--- config.mk ---
export PLATFORM = sky130hd
export DESIGN_NAME = spui_cell
export DESIGN_NICKNAME = d
export VERILOG_FILES = /design/src/rtl/spui_pkg.sv /design/src/rtl/spui_cell.sv
export SDC_FILE = /design/constraint.sdc
export NUM_CORES = 1
export LEC_CHECK = 0
export BUFFER_PORTS_ARGS = -buffer_cell sky130_fd_sc_hd__clkbuf_2
export CORE_AREA = 2 2 118 120
export CTS_BUF_LIST = sky130_fd_sc_hd__clkbuf_8
export DETAILED_ROUTE_END_ITERATION = 12
export DIE_AREA = 0 0 120 122
export PLACE_DENSITY = 0.89
export SYNTH_ARGS = -nofsm -noshare
export SYNTH_HDL_FRONTEND = slang
export SYNTH_SLANG_ARGS = --single-unit
--- constraint.sdc ---
create_clock -name clk -period 3.9 [get_ports clk]
set_input_delay 0.195 -clock clk [delete_from_list [all_inputs] [get_ports clk]]
set_output_delay 0.195 -clock clk [all_outputs]
set_load 0.005 [all_outputs]
--- src/rtl/spui_pkg.sv ---
// Package for the sorted pool with unique insert.
// Holds command and outcome codes, register indexes and the cell chain struct.
package spui_pkg;

  localparam int WORTH_W     = 32;
  localparam int GENE_PORT_W = 64;
  localparam int RIDX_W      = 6;
  localparam int RANK_W      = 6;
  localparam int OUTCOME_W   = 2;
  localparam int CFG_INDEX_W = 2;
  localparam int CFG_DATA_W  = 7;
  localparam int PSIZE_W     = 7;

  localparam logic KIND_INSERT = 1'b0;
  localparam logic KIND_READ   = 1'b1;

  localparam logic [OUTCOME_W-1:0] OUTCOME_INSERTED  = 2'd0;
  localparam logic [OUTCOME_W-1:0] OUTCOME_WORSE     = 2'd1;
  localparam logic [OUTCOME_W-1:0] OUTCOME_DUPLICATE = 2'd2;
  localparam logic [OUTCOME_W-1:0] OUTCOME_READ      = 2'd3;

  localparam logic [CFG_INDEX_W-1:0] REG_ACTIVE_SIZE        = 2'd0;
  localparam logic [CFG_INDEX_W-1:0] REG_UNIQUE_MODE        = 2'd1;
  localparam logic [CFG_INDEX_W-1:0] REG_COMPARE_WORTH_ONLY = 2'd2;

  localparam logic [PSIZE_W-1:0] ACTIVE_SIZE_RESET = 7'd64;

  // Passed from cell to cell: seen = insert position lies further up the row,
  // run = every cell from the insert position up to here has equal worth.
  typedef struct packed {
    logic seen;
    logic run;
  } spui_chain_t;

endpackage

--- src/rtl/spui_cell.sv ---
// One pool slot of the sorted pool: stored entry, compare flags, chain logic.
// Depends on spui_pkg for widths and the chain struct.
module spui_cell import spui_pkg::*; #(
  parameter int GENE_BITS = 64
) (
  input  logic                      clk,
  input  logic                      rst,
  input  logic                      cmp_en,
  input  logic                      upd_en,
  input  logic                      active,
  input  logic                      worth_only,
  input  logic signed [WORTH_W-1:0] cand_worth,
  input  logic [GENE_BITS-1:0]      cand_gene,
  input  logic signed [WORTH_W-1:0] left_worth,
  input  logic [GENE_BITS-1:0]      left_gene,
  input  logic                      left_valid,
  input  spui_chain_t               chain_in,
  output spui_chain_t               chain_out,
  output logic signed [WORTH_W-1:0] worth,
  output logic [GENE_BITS-1:0]      gene,
  output logic                      valid,
  output logic                      lt,
  output logic                      is_rank,
  output logic                      dup
);

  logic eq;
  logic match;

  // Chain: first active cell not better than the candidate takes it.
  always_comb begin
    is_rank         = active && !lt && !chain_in.seen;
    chain_out.seen  = chain_in.seen || is_rank;
    chain_out.run   = (is_rank || chain_in.run) && eq && active;
    dup             = chain_out.run && match;
  end

  always_ff @(posedge clk) begin
    if (rst) begin
      worth <= '0;
      gene  <= '0;
      valid <= 1'b0;
      lt    <= 1'b0;
      eq    <= 1'b0;
      match <= 1'b0;
    end else begin
      if (cmp_en) begin
        lt    <= valid && (worth < cand_worth);
        eq    <= valid && (worth == cand_worth);
        match <= valid && (worth == cand_worth) && (worth_only || gene == cand_gene);
      end
      if (upd_en) begin
        if (is_rank) begin
          worth <= cand_worth;
          gene  <= cand_gene;
          valid <= 1'b1;
        end else if (chain_in.seen && active) begin
          // shift down one place from the neighbor above
          worth <= left_worth;
          gene  <= left_gene;
          valid <= left_valid;
        end
      end
    end
  end

endmodule

==> results of run 1 <==
-- power breakdown --
group | total, mW | switching, mW | internal (mW)
Clock | 0.747 | 0.388 | 0.359
Combinational | 0.614 | 0.317 | 0.297
Sequential | 1.16 | 0.0658 | 1.09
-- worst max-delay path: cells and delay by family, from the launching register on --
family / cells / cell delay (ns)
AOI/OAI and AO/OA: 1 / 0.08
buffers and inverters: 2 / 0.74
DFF: 1 / 0.37
and+or+nand+nor: 4 / 0.60
-- synthesized netlist by cell type, types with 2 or more instances --
cell        n
nand2_1    13
xor2_1     19
inv_1      36
a211oi_1   97
nand4_1    18
nand2b_1    2
mux2i_1    96
o22ai_1     2
a21oi_1    15
clkbuf_1   24
xnor2_1    42
buf_6       2
nand3_1     6
o21ai_0     3
nor2_1    103
nor3_1      2
buf_2      15
nor4_1     11
nor2b_1     2
a22oi_1     2
ha_1       32
o211ai_1    2
dfxtp_1   100
-- metal layers --
layer,part of all wire [%],vias to the layer above
met5,0,-
met3,8.3,31
met2,51,245
met1,38,2631
met4,2.9,0
li1,-,2924
-- flip-flops by register name (all words and copies together) (netlist names) --
| name | flops |
|---|---|
| match | 1 |
| worth | 32 |
| valid | 1 |
| gene | 64 |
| eq | 1 |
| lt | 1 |
-- final cells by class --
type	instances	area share, %
Inverter	36	1.76
Antenna cell	3	0.0977
Clock inverter	7	1.20
Timing Repair Buffer	307	20.2
Sequential cell	100	26.0
Tap cell	180	2.93
Multi-Input combinational cell	479	46.2
Clock buffer	9	1.61
-- through the flow --
step           total power, mW  cell area, µm²  utilization [%]
2_1_floorplan             1.51            5870                -
3_3_place_gp              1.78            7460             55.3
3_5_place_dp              1.79            7460             55.3
4_1_cts                   2.54            7680             56.9
5_1_grt                   2.65            7680             56.9
6_report                  2.52            7690             56.9
-- kinds of logic (layout without fill, tap and decap cells) --
group | count (synthesis) | count (layout) | share of synthesized area (%)
adder cells (fa/ha/maj) | 32 | 32 | 6.83
AND/OR/NAND/NOR | 160 | 160 | 11.9
AO/OA/AOI/OAI | 130 | 130 | 16.0
buffers and inverters | 78 | 359 | 5.63
other | 0 | 3 | 0
XOR/XNOR | 61 | 61 | 9.11
multiplexers | 96 | 96 | 16.4
flip-flops | 100 | 100 | 34.1
-- worst max path at each step --
stage,start,to,depth (start not counted)
2_1_floorplan,worth[14],lt,7
3_3_place_gp,gene[53],match,6
3_5_place_dp,gene[53],match,6
4_1_cts,lt,dup,7
5_1_grt,lt,dup,7
6_report,lt,dup,7
==> summary.md, run 1 <==
| Metric | Value |
|---|---|
| Worst Hold End | valid |
| Synth Register Bits | 100 |
| Multi-input logic area | 3550 µm² |
| CP max stage delay | approximately 0.64 ns |
| Yosys synthesis warning count | 0 |
| Met3 Usage GRT | between 8 and 9% |
| DRT iter0 DRCs | a little under 300 |
| Worst-Skew Late Latency | between 0.3 and 0.4 ns |
| # nets final | 1166 |
| Reg2reg setup slack | between 1.5 and 2 ns |
| CP Data Arrival Time | 2.21 ns |
| TNS Setup | 0 ns |
| Cell leakage power | about 3.6 nW |
| Critical path class | reg2out |
| Share of cells above drive strength 1 | ~35% |
| Layer with the highest usage | met2 |
| Clock Tree Root | clkbuf_8 |
| Clock sinks | 100 |
| Die X | 120 µm |
| Synthesized cell area | 5870 µm² |
| Worst Path Required | 3.70 ns |
| Final Wtd Congestion | approximately 0.90 |
| Peak supply drop | ~0.29 mV |
| Initial antenna violation count | 3 |
| Synth area leaders | dfxtp_1 34%, mux2i_1 16%, a211oi_1 12% |
| First-pass GRT wire length | ~28000 µm |
| CTS tree | built |
| Clock transition at the registers of the reported paths | around 0.1 ns |
| Worst hold-check path type | in2reg |
| Most frequent cells in the layout | 301 x clkbuf_2, 103 x nor2_1, 100 x dfxtp_1 |
| Final setup fails | 0 |
| CP endpoint kind | output pin |
| Fill cells | between 1k and 1.5k |
| Cell taking the most area after synthesis | dfxtp_1 |
| Router iterations before antenna repair | 4 |
| Initial core utilization | approximately 43% |
| Reg2reg path depth | 6 |
| Placed cells | about 1.1k |
| Syn Area/Cell | roughly 9 µm² |
| Clock H-tree levels | 3 |
| Global-route met1 utilization | between 20% and 30% |
| Total congestion overflow | 0 |
| Worst Tran Pin Value | 1.02 ns |
| Routed WL | between 15000 and 20000 µm |
| Average wire per standard cell | between 15 and 20 µm |
| Number of global-route vias before repair | around 5.5k |
| Startpoint Class | flip-flop |
| Status | complete, no violations |
| # DRC | 0 |
| Io pins | between 300 and 400 |
| GR Util All Layers | between 20% and 30% |
| CTS Buf Count | 9 |
| Crit-path cells | nand2b_1 -> nor2_4 -> buf_4 -> a21oi_1 -> nor2b_1 -> and2_1 -> clkbuf_2 |
| Final-report hold violation count | 0 |
| R2R Path Start | gene[53] |
| Final worst-path cycle share | 61.6% |
| Clock Skew | 0.00944 ns |
| Final WS setup | 1.50 ns |
| WHS Path Cells | 3 |
| Relative slew margins | about 32% |
| Post-synth EDFFs | 0 |
| Fin cells | roughly 1.1k |
| Max-cap violations | 0 |
| Die area | between 10000 and 15000 µm² |
| Unique cell type count in the Yosys netlist | 36 |
| Leading cell type in the layout, fill and taps excluded | clkbuf_2 |
| Met2 usage | 44.6% |
| Pwr dens | between 300 and 400 nW/µm² |
| Die Y | approximately 120 µm |
| Origin of the worst min-delay path | left_valid |
| Core ar. | around 14000 µm² |
| Dpl hpwl | about 15000 µm |
| Vias | roughly 5.8k |
| Site row count | between 40 and 50 |
| Fin Hold WS | 0.0783 ns |
| Tmin final | approximately 2.4 ns |
| Largest net degree at the start of global routing | approximately 110 |
| Pre-CTS setup slack | 1.55 ns |
| Number of post-CTS setup repair buffers | 0 |
| Net count after synthesis | approximately 900 |
| Clock Path Buffers | 2 |
| Register area | roughly 2000 µm² |
| CP Max Fanout | between 50 and 60 |
| RSZ-0062 raised after global routing | false |
| CP max stage cell | buf_4 |
| Pins Over Slew Limit | 0 |
| RR Endpoint | match |
| Vias per inst | roughly 5.2 |
| F_max | about 0.42 GHz |
| FFs w/ async S/R, synth | 0% |
| Post-DRT Antenna Nets | 0 |
| Hold buffer count at cts | 0 |
| CTS-repair resized insts | 0 |
| Sequential cell area fraction in the yosys report | 34.1% |
| Cells after synthesis | about 660 |
| Synth top area share | between 30% and 40% |
| I/O Buffers | between 300 and 400 |
| P&R area growth vs syn | 31.1% |
| Top_reg_cell synth | dfxtp_1 |
Power figures use the tool's default switching activity.
==> run 2, diff against run 1 <==
--- a/config.mk
+++ b/config.mk
@@ -5,12 +5,14 @@
 export SDC_FILE = /design/constraint.sdc
 export NUM_CORES = 1
 export LEC_CHECK = 0
+export ABC_AREA = 1
 export BUFFER_PORTS_ARGS = -buffer_cell sky130_fd_sc_hd__clkbuf_2
-export CORE_AREA = 2 2 118 120
+export CORE_ASPECT_RATIO = 0.9
+export CORE_MARGIN = 2
+export CORE_UTILIZATION = 48
 export CTS_BUF_LIST = sky130_fd_sc_hd__clkbuf_8
 export DETAILED_ROUTE_END_ITERATION = 12
-export DIE_AREA = 0 0 120 122
-export PLACE_DENSITY = 0.89
+export PLACE_DENSITY = 0.94
 export SYNTH_ARGS = -nofsm -noshare
 export SYNTH_HDL_FRONTEND = slang
 export SYNTH_SLANG_ARGS = --single-unit
==> constraint.sdc (replaced) <==
create_clock -name clk -period 2.4 [get_ports clk]
set_input_delay 0.12 -clock clk [delete_from_list [all_inputs] [get_ports clk]]
set_output_delay 0.12 -clock clk [all_outputs]
set_load 0.005 [all_outputs]
==> summary.md, run 2 <==
| Metric | Value |
|---|---|
| Status | complete, no violations |
| Pins Over Slew Limit | 0 |
| P_sw | 1.26 mW |
| CTS Buf Count | 9 |
| Origin of the worst min-delay path | cmp_en |
| First-pass GRT wire length | just over 30000 µm |
| Met3 Usage GRT | roughly 5.2% |
| Net count after synthesis | 1139 |
| # nets final | ~1.4k |
| P&R area growth vs syn | 29.6% |
| Global-route met1 utilization | about a third |
| Met2 usage | a little under half |
| Largest regs | gene x64, worth x32 |
| Leading cell type in the layout, fill and taps excluded | clkbuf_2 |
| DRT iter0 DRCs | about 440 |
| Peak supply drop | around 0.3 mV |
| Post-Synth XOR/XNOR Area | slightly above 8% |
| Post-Synth Simple-Gate Area | 20.7% |
| Mux contribution to synthesized area | 0% |
| Sequential cell area fraction in the yosys report | a little under a third |
| Cells after synthesis | ~910 |
| Post-synth EDFFs | 0 |
| Top_reg_cell synth | dfxtp_1 |
| Critical path class | reg2reg |
| Worst Path Required | 2.70 ns |
| CTS-repair resized insts | 0 |
| Final WS setup | roughly 0.31 ns |
| Worst Hold End | match |
| Clock Skew | 0.0100 ns |
| Io pins | 303 |
| Biggest register | gene |
| Max reg flops | between 60 and 70 |
| Largest family of logic cells by synthesized area | simple AND/OR/NAND/NOR gates |
| CTS tree | built |
| Reg2reg setup slack | 0.31 ns |
| Adder-cell area share of the yosys netlist | 6.36% |
| Final worst-path cycle share | between 80% and 90% |
| Unique cell type count in the Yosys netlist | 26 |
| R2R Path Start | worth[31] |
| Final-report hold violation count | 0 |
| Die Y | 113 µm |
| Dpl hpwl | 14800 µm |
| Pre-CTS setup slack | 0.440 ns |
| Final setup fails | 0 |
| Synthesized cell area | 6290 µm² |
| Clock sinks | 100 |
| Post-DRT Antenna Nets | 0 |
| Fill cells | 1085 |
| Clock Power Share | about 29% |
| Number of post-CTS setup repair buffers | 0 |
| Hold buffer count at cts | 2 |
| Most frequent cells after synthesis | 219 x nand2_1, 155 x inv_1, 101 x o211ai_1, 100 x dfxtp_1, 45 x nand3_1 |
| Worst Tran Pin Value | between 0.7 and 0.8 ns |
| Max-cap violations | 0 |
| RSZ-0062 raised after global routing | false |
| Initial core utilization | between 40% and 50% |
| Clock transition at the registers of the reported paths | approximately 0.10 ns |
| Synth area leaders | dfxtp_1 32%, nand2_1 13%, o211ai_1 12% |
| Number of global-route vias before repair | 6601 |
| I/O Buffers | between 300 and 400 |
| Synth Register Bits | 100 |
| Startpoint Class | flip-flop |
| Initial antenna violation count | 1 |
| Worst-Skew Late Latency | 0.36 ns |
| Most frequent cells in the layout | 302 x clkbuf_2, 219 x nand2_1, 155 x inv_1 |
| Largest net degree at the start of global routing | 110 |
| Int Pwr | around 2.8 mW |
| GR Util All Layers | 26.8% |
| Reg2reg path depth | 9 |
| Top-count cell post-synth | nand2_1 |
| Clock Tree Root | clkbuf_8 |
| Routed WL | 19300 µm |
| Yosys synthesis warning count | 0 |
| Overall power | 4.06 mW |
| # DRC | 0 |
| Sw Ratio | a little under a third |
| Layer with the highest usage | met2 |
| Tmin final | ~2.1 ns |
| Logic pwr share | 24.8% |
| CP Data Arrival Time | 2.38 ns |
| WHS Path Cells | 4 |
| Cell taking the most area after synthesis | dfxtp_1 |
| Average wire per standard cell | ~14 µm |
| Clock H-tree levels | 3 |
| Die area | between 10000 and 15000 µm² |
| Cell leakage power | around 4.8 nW |
| Compound-cell area share of the yosys netlist | 20.3% |
| Share of cells above drive strength 1 | between 20% and 30% |
| CP endpoint kind | flip-flop |
| Syn Area/Cell | roughly 6.9 µm² |
| Post-layout util | 64.1% |
| F_max | around 0.48 GHz |
| Vias per inst | ~5.2 |
| CP Max Fanout | 4 |
| Site row count | 39 |
| Core ar. | between 10000 and 15000 µm² |
| Total congestion overflow | 0 |
| Pwr dens | between 400 and 500 nW/µm² |
| Synth top area share | a little under a third |
| Worst hold-check path type | in2reg |
| Router iterations before antenna repair | 7 |
| Seq pwr share | a little under half |
| Die X | around 120 µm |
| Vias | 7021 |
| RR Endpoint | lt |
| TNS Setup | 0 ns |
| Clock Path Buffers | 2 |
| FFs w/ async S/R, synth | 0% |
| Relative slew margins | between 40% and 50% |
| Final Wtd Congestion | slightly below 0.9 |
run 2: changes by cell type after synthesis, moves of 34 or more:
cell	change
o211ai_1	+99
o21ai_0	+34
nand2_1	+206
a211oi_1	-97
mux2i_1	-96
nor2_1	-61
nand3_1	+39
inv_1	+119
run 2: per-layer routing:
metal / vias up / share of wire, %
met5: - / 0
met4: 0 / 2.7
met3: 42 / 6.6
met2: 294 / 49
met1: 3181 / 41
li1: 3504 / -
run 2: through the flow:
stage / hold WS [ns] / cell area (µm²) / std cells
2_1_floorplan: 0.189 / 6290 / 906
3_3_place_gp: 0.351 / 7920 / 1329
3_5_place_dp: 0.357 / 7920 / 1329
4_1_cts: 0.0402 / 8160 / 1347
5_1_grt: 0.0741 / 8160 / 1348
6_report: 0.0743 / 8160 / 1348
run 2: worst max-delay path by stage:
| stage | startpoint | to | slack (ns) | depth (start not counted) |
|---|---|---|---|---|
| after detailed placement | worth[31] | lt | 0.44 | 10 |
| after CTS | lt | is_rank | 0.36 | 3 |
| after floorplan | worth[31] | match | 0.89 | 8 |
| after global placement | worth[31] | match | 0.53 | 8 |
| after global routing | worth[31] | lt | 0.22 | 10 |
| final | worth[31] | lt | 0.31 | 9 |
run 2: cell families (layout without fill, tap and decap cells):
family / Yosys count / after routing
flops: 100 / 100
simple gates: 320 / 320
buf+inv: 208 / 485
other cells: 0 / 1
compound gates: 188 / 188
xor+xnor: 58 / 58
fa+ha+maj: 32 / 32
run 2: power groups by stage:
| stage | sequential, mW | combinational, mW | clock, mW |
|---|---|---|---|
| finish | 1.88 | 1.01 | 1.17 |
| CTS | 1.88 | 1.01 | 1.19 |
| floorplan | 1.91 | 0.550 | 0 |
| global route | 1.89 | 1.13 | 1.26 |
| global placement | 1.91 | 0.971 | 0 |
| detailed placement | 1.91 | 1.00 | 0 |
run 2: layout make-up:
class,instances,area (µm²),share of cell area (%)
sequential,100,2000,24.5
multi-input combinational,598,3500,42.9
timing repair buffer,312,1640,20.1
antenna,1,2.50,0.0307
clock buffer,11,151,1.86
inverter,157,591,7.24
tap,164,205,2.51
clock inverter,5,65.1,0.797
run 2: worst max-delay path, stage by stage (launching register included):
cell and delay, ns:
dfxtp_1 0.36, ha_1 0.35, nand2_1 0.09, nor2_1 0.14
nand2_1 0.08, nor4_1 0.50, nand2_1 0.18, nand3_1 0.10
nand3_1 0.08, a21oi_1 0.13
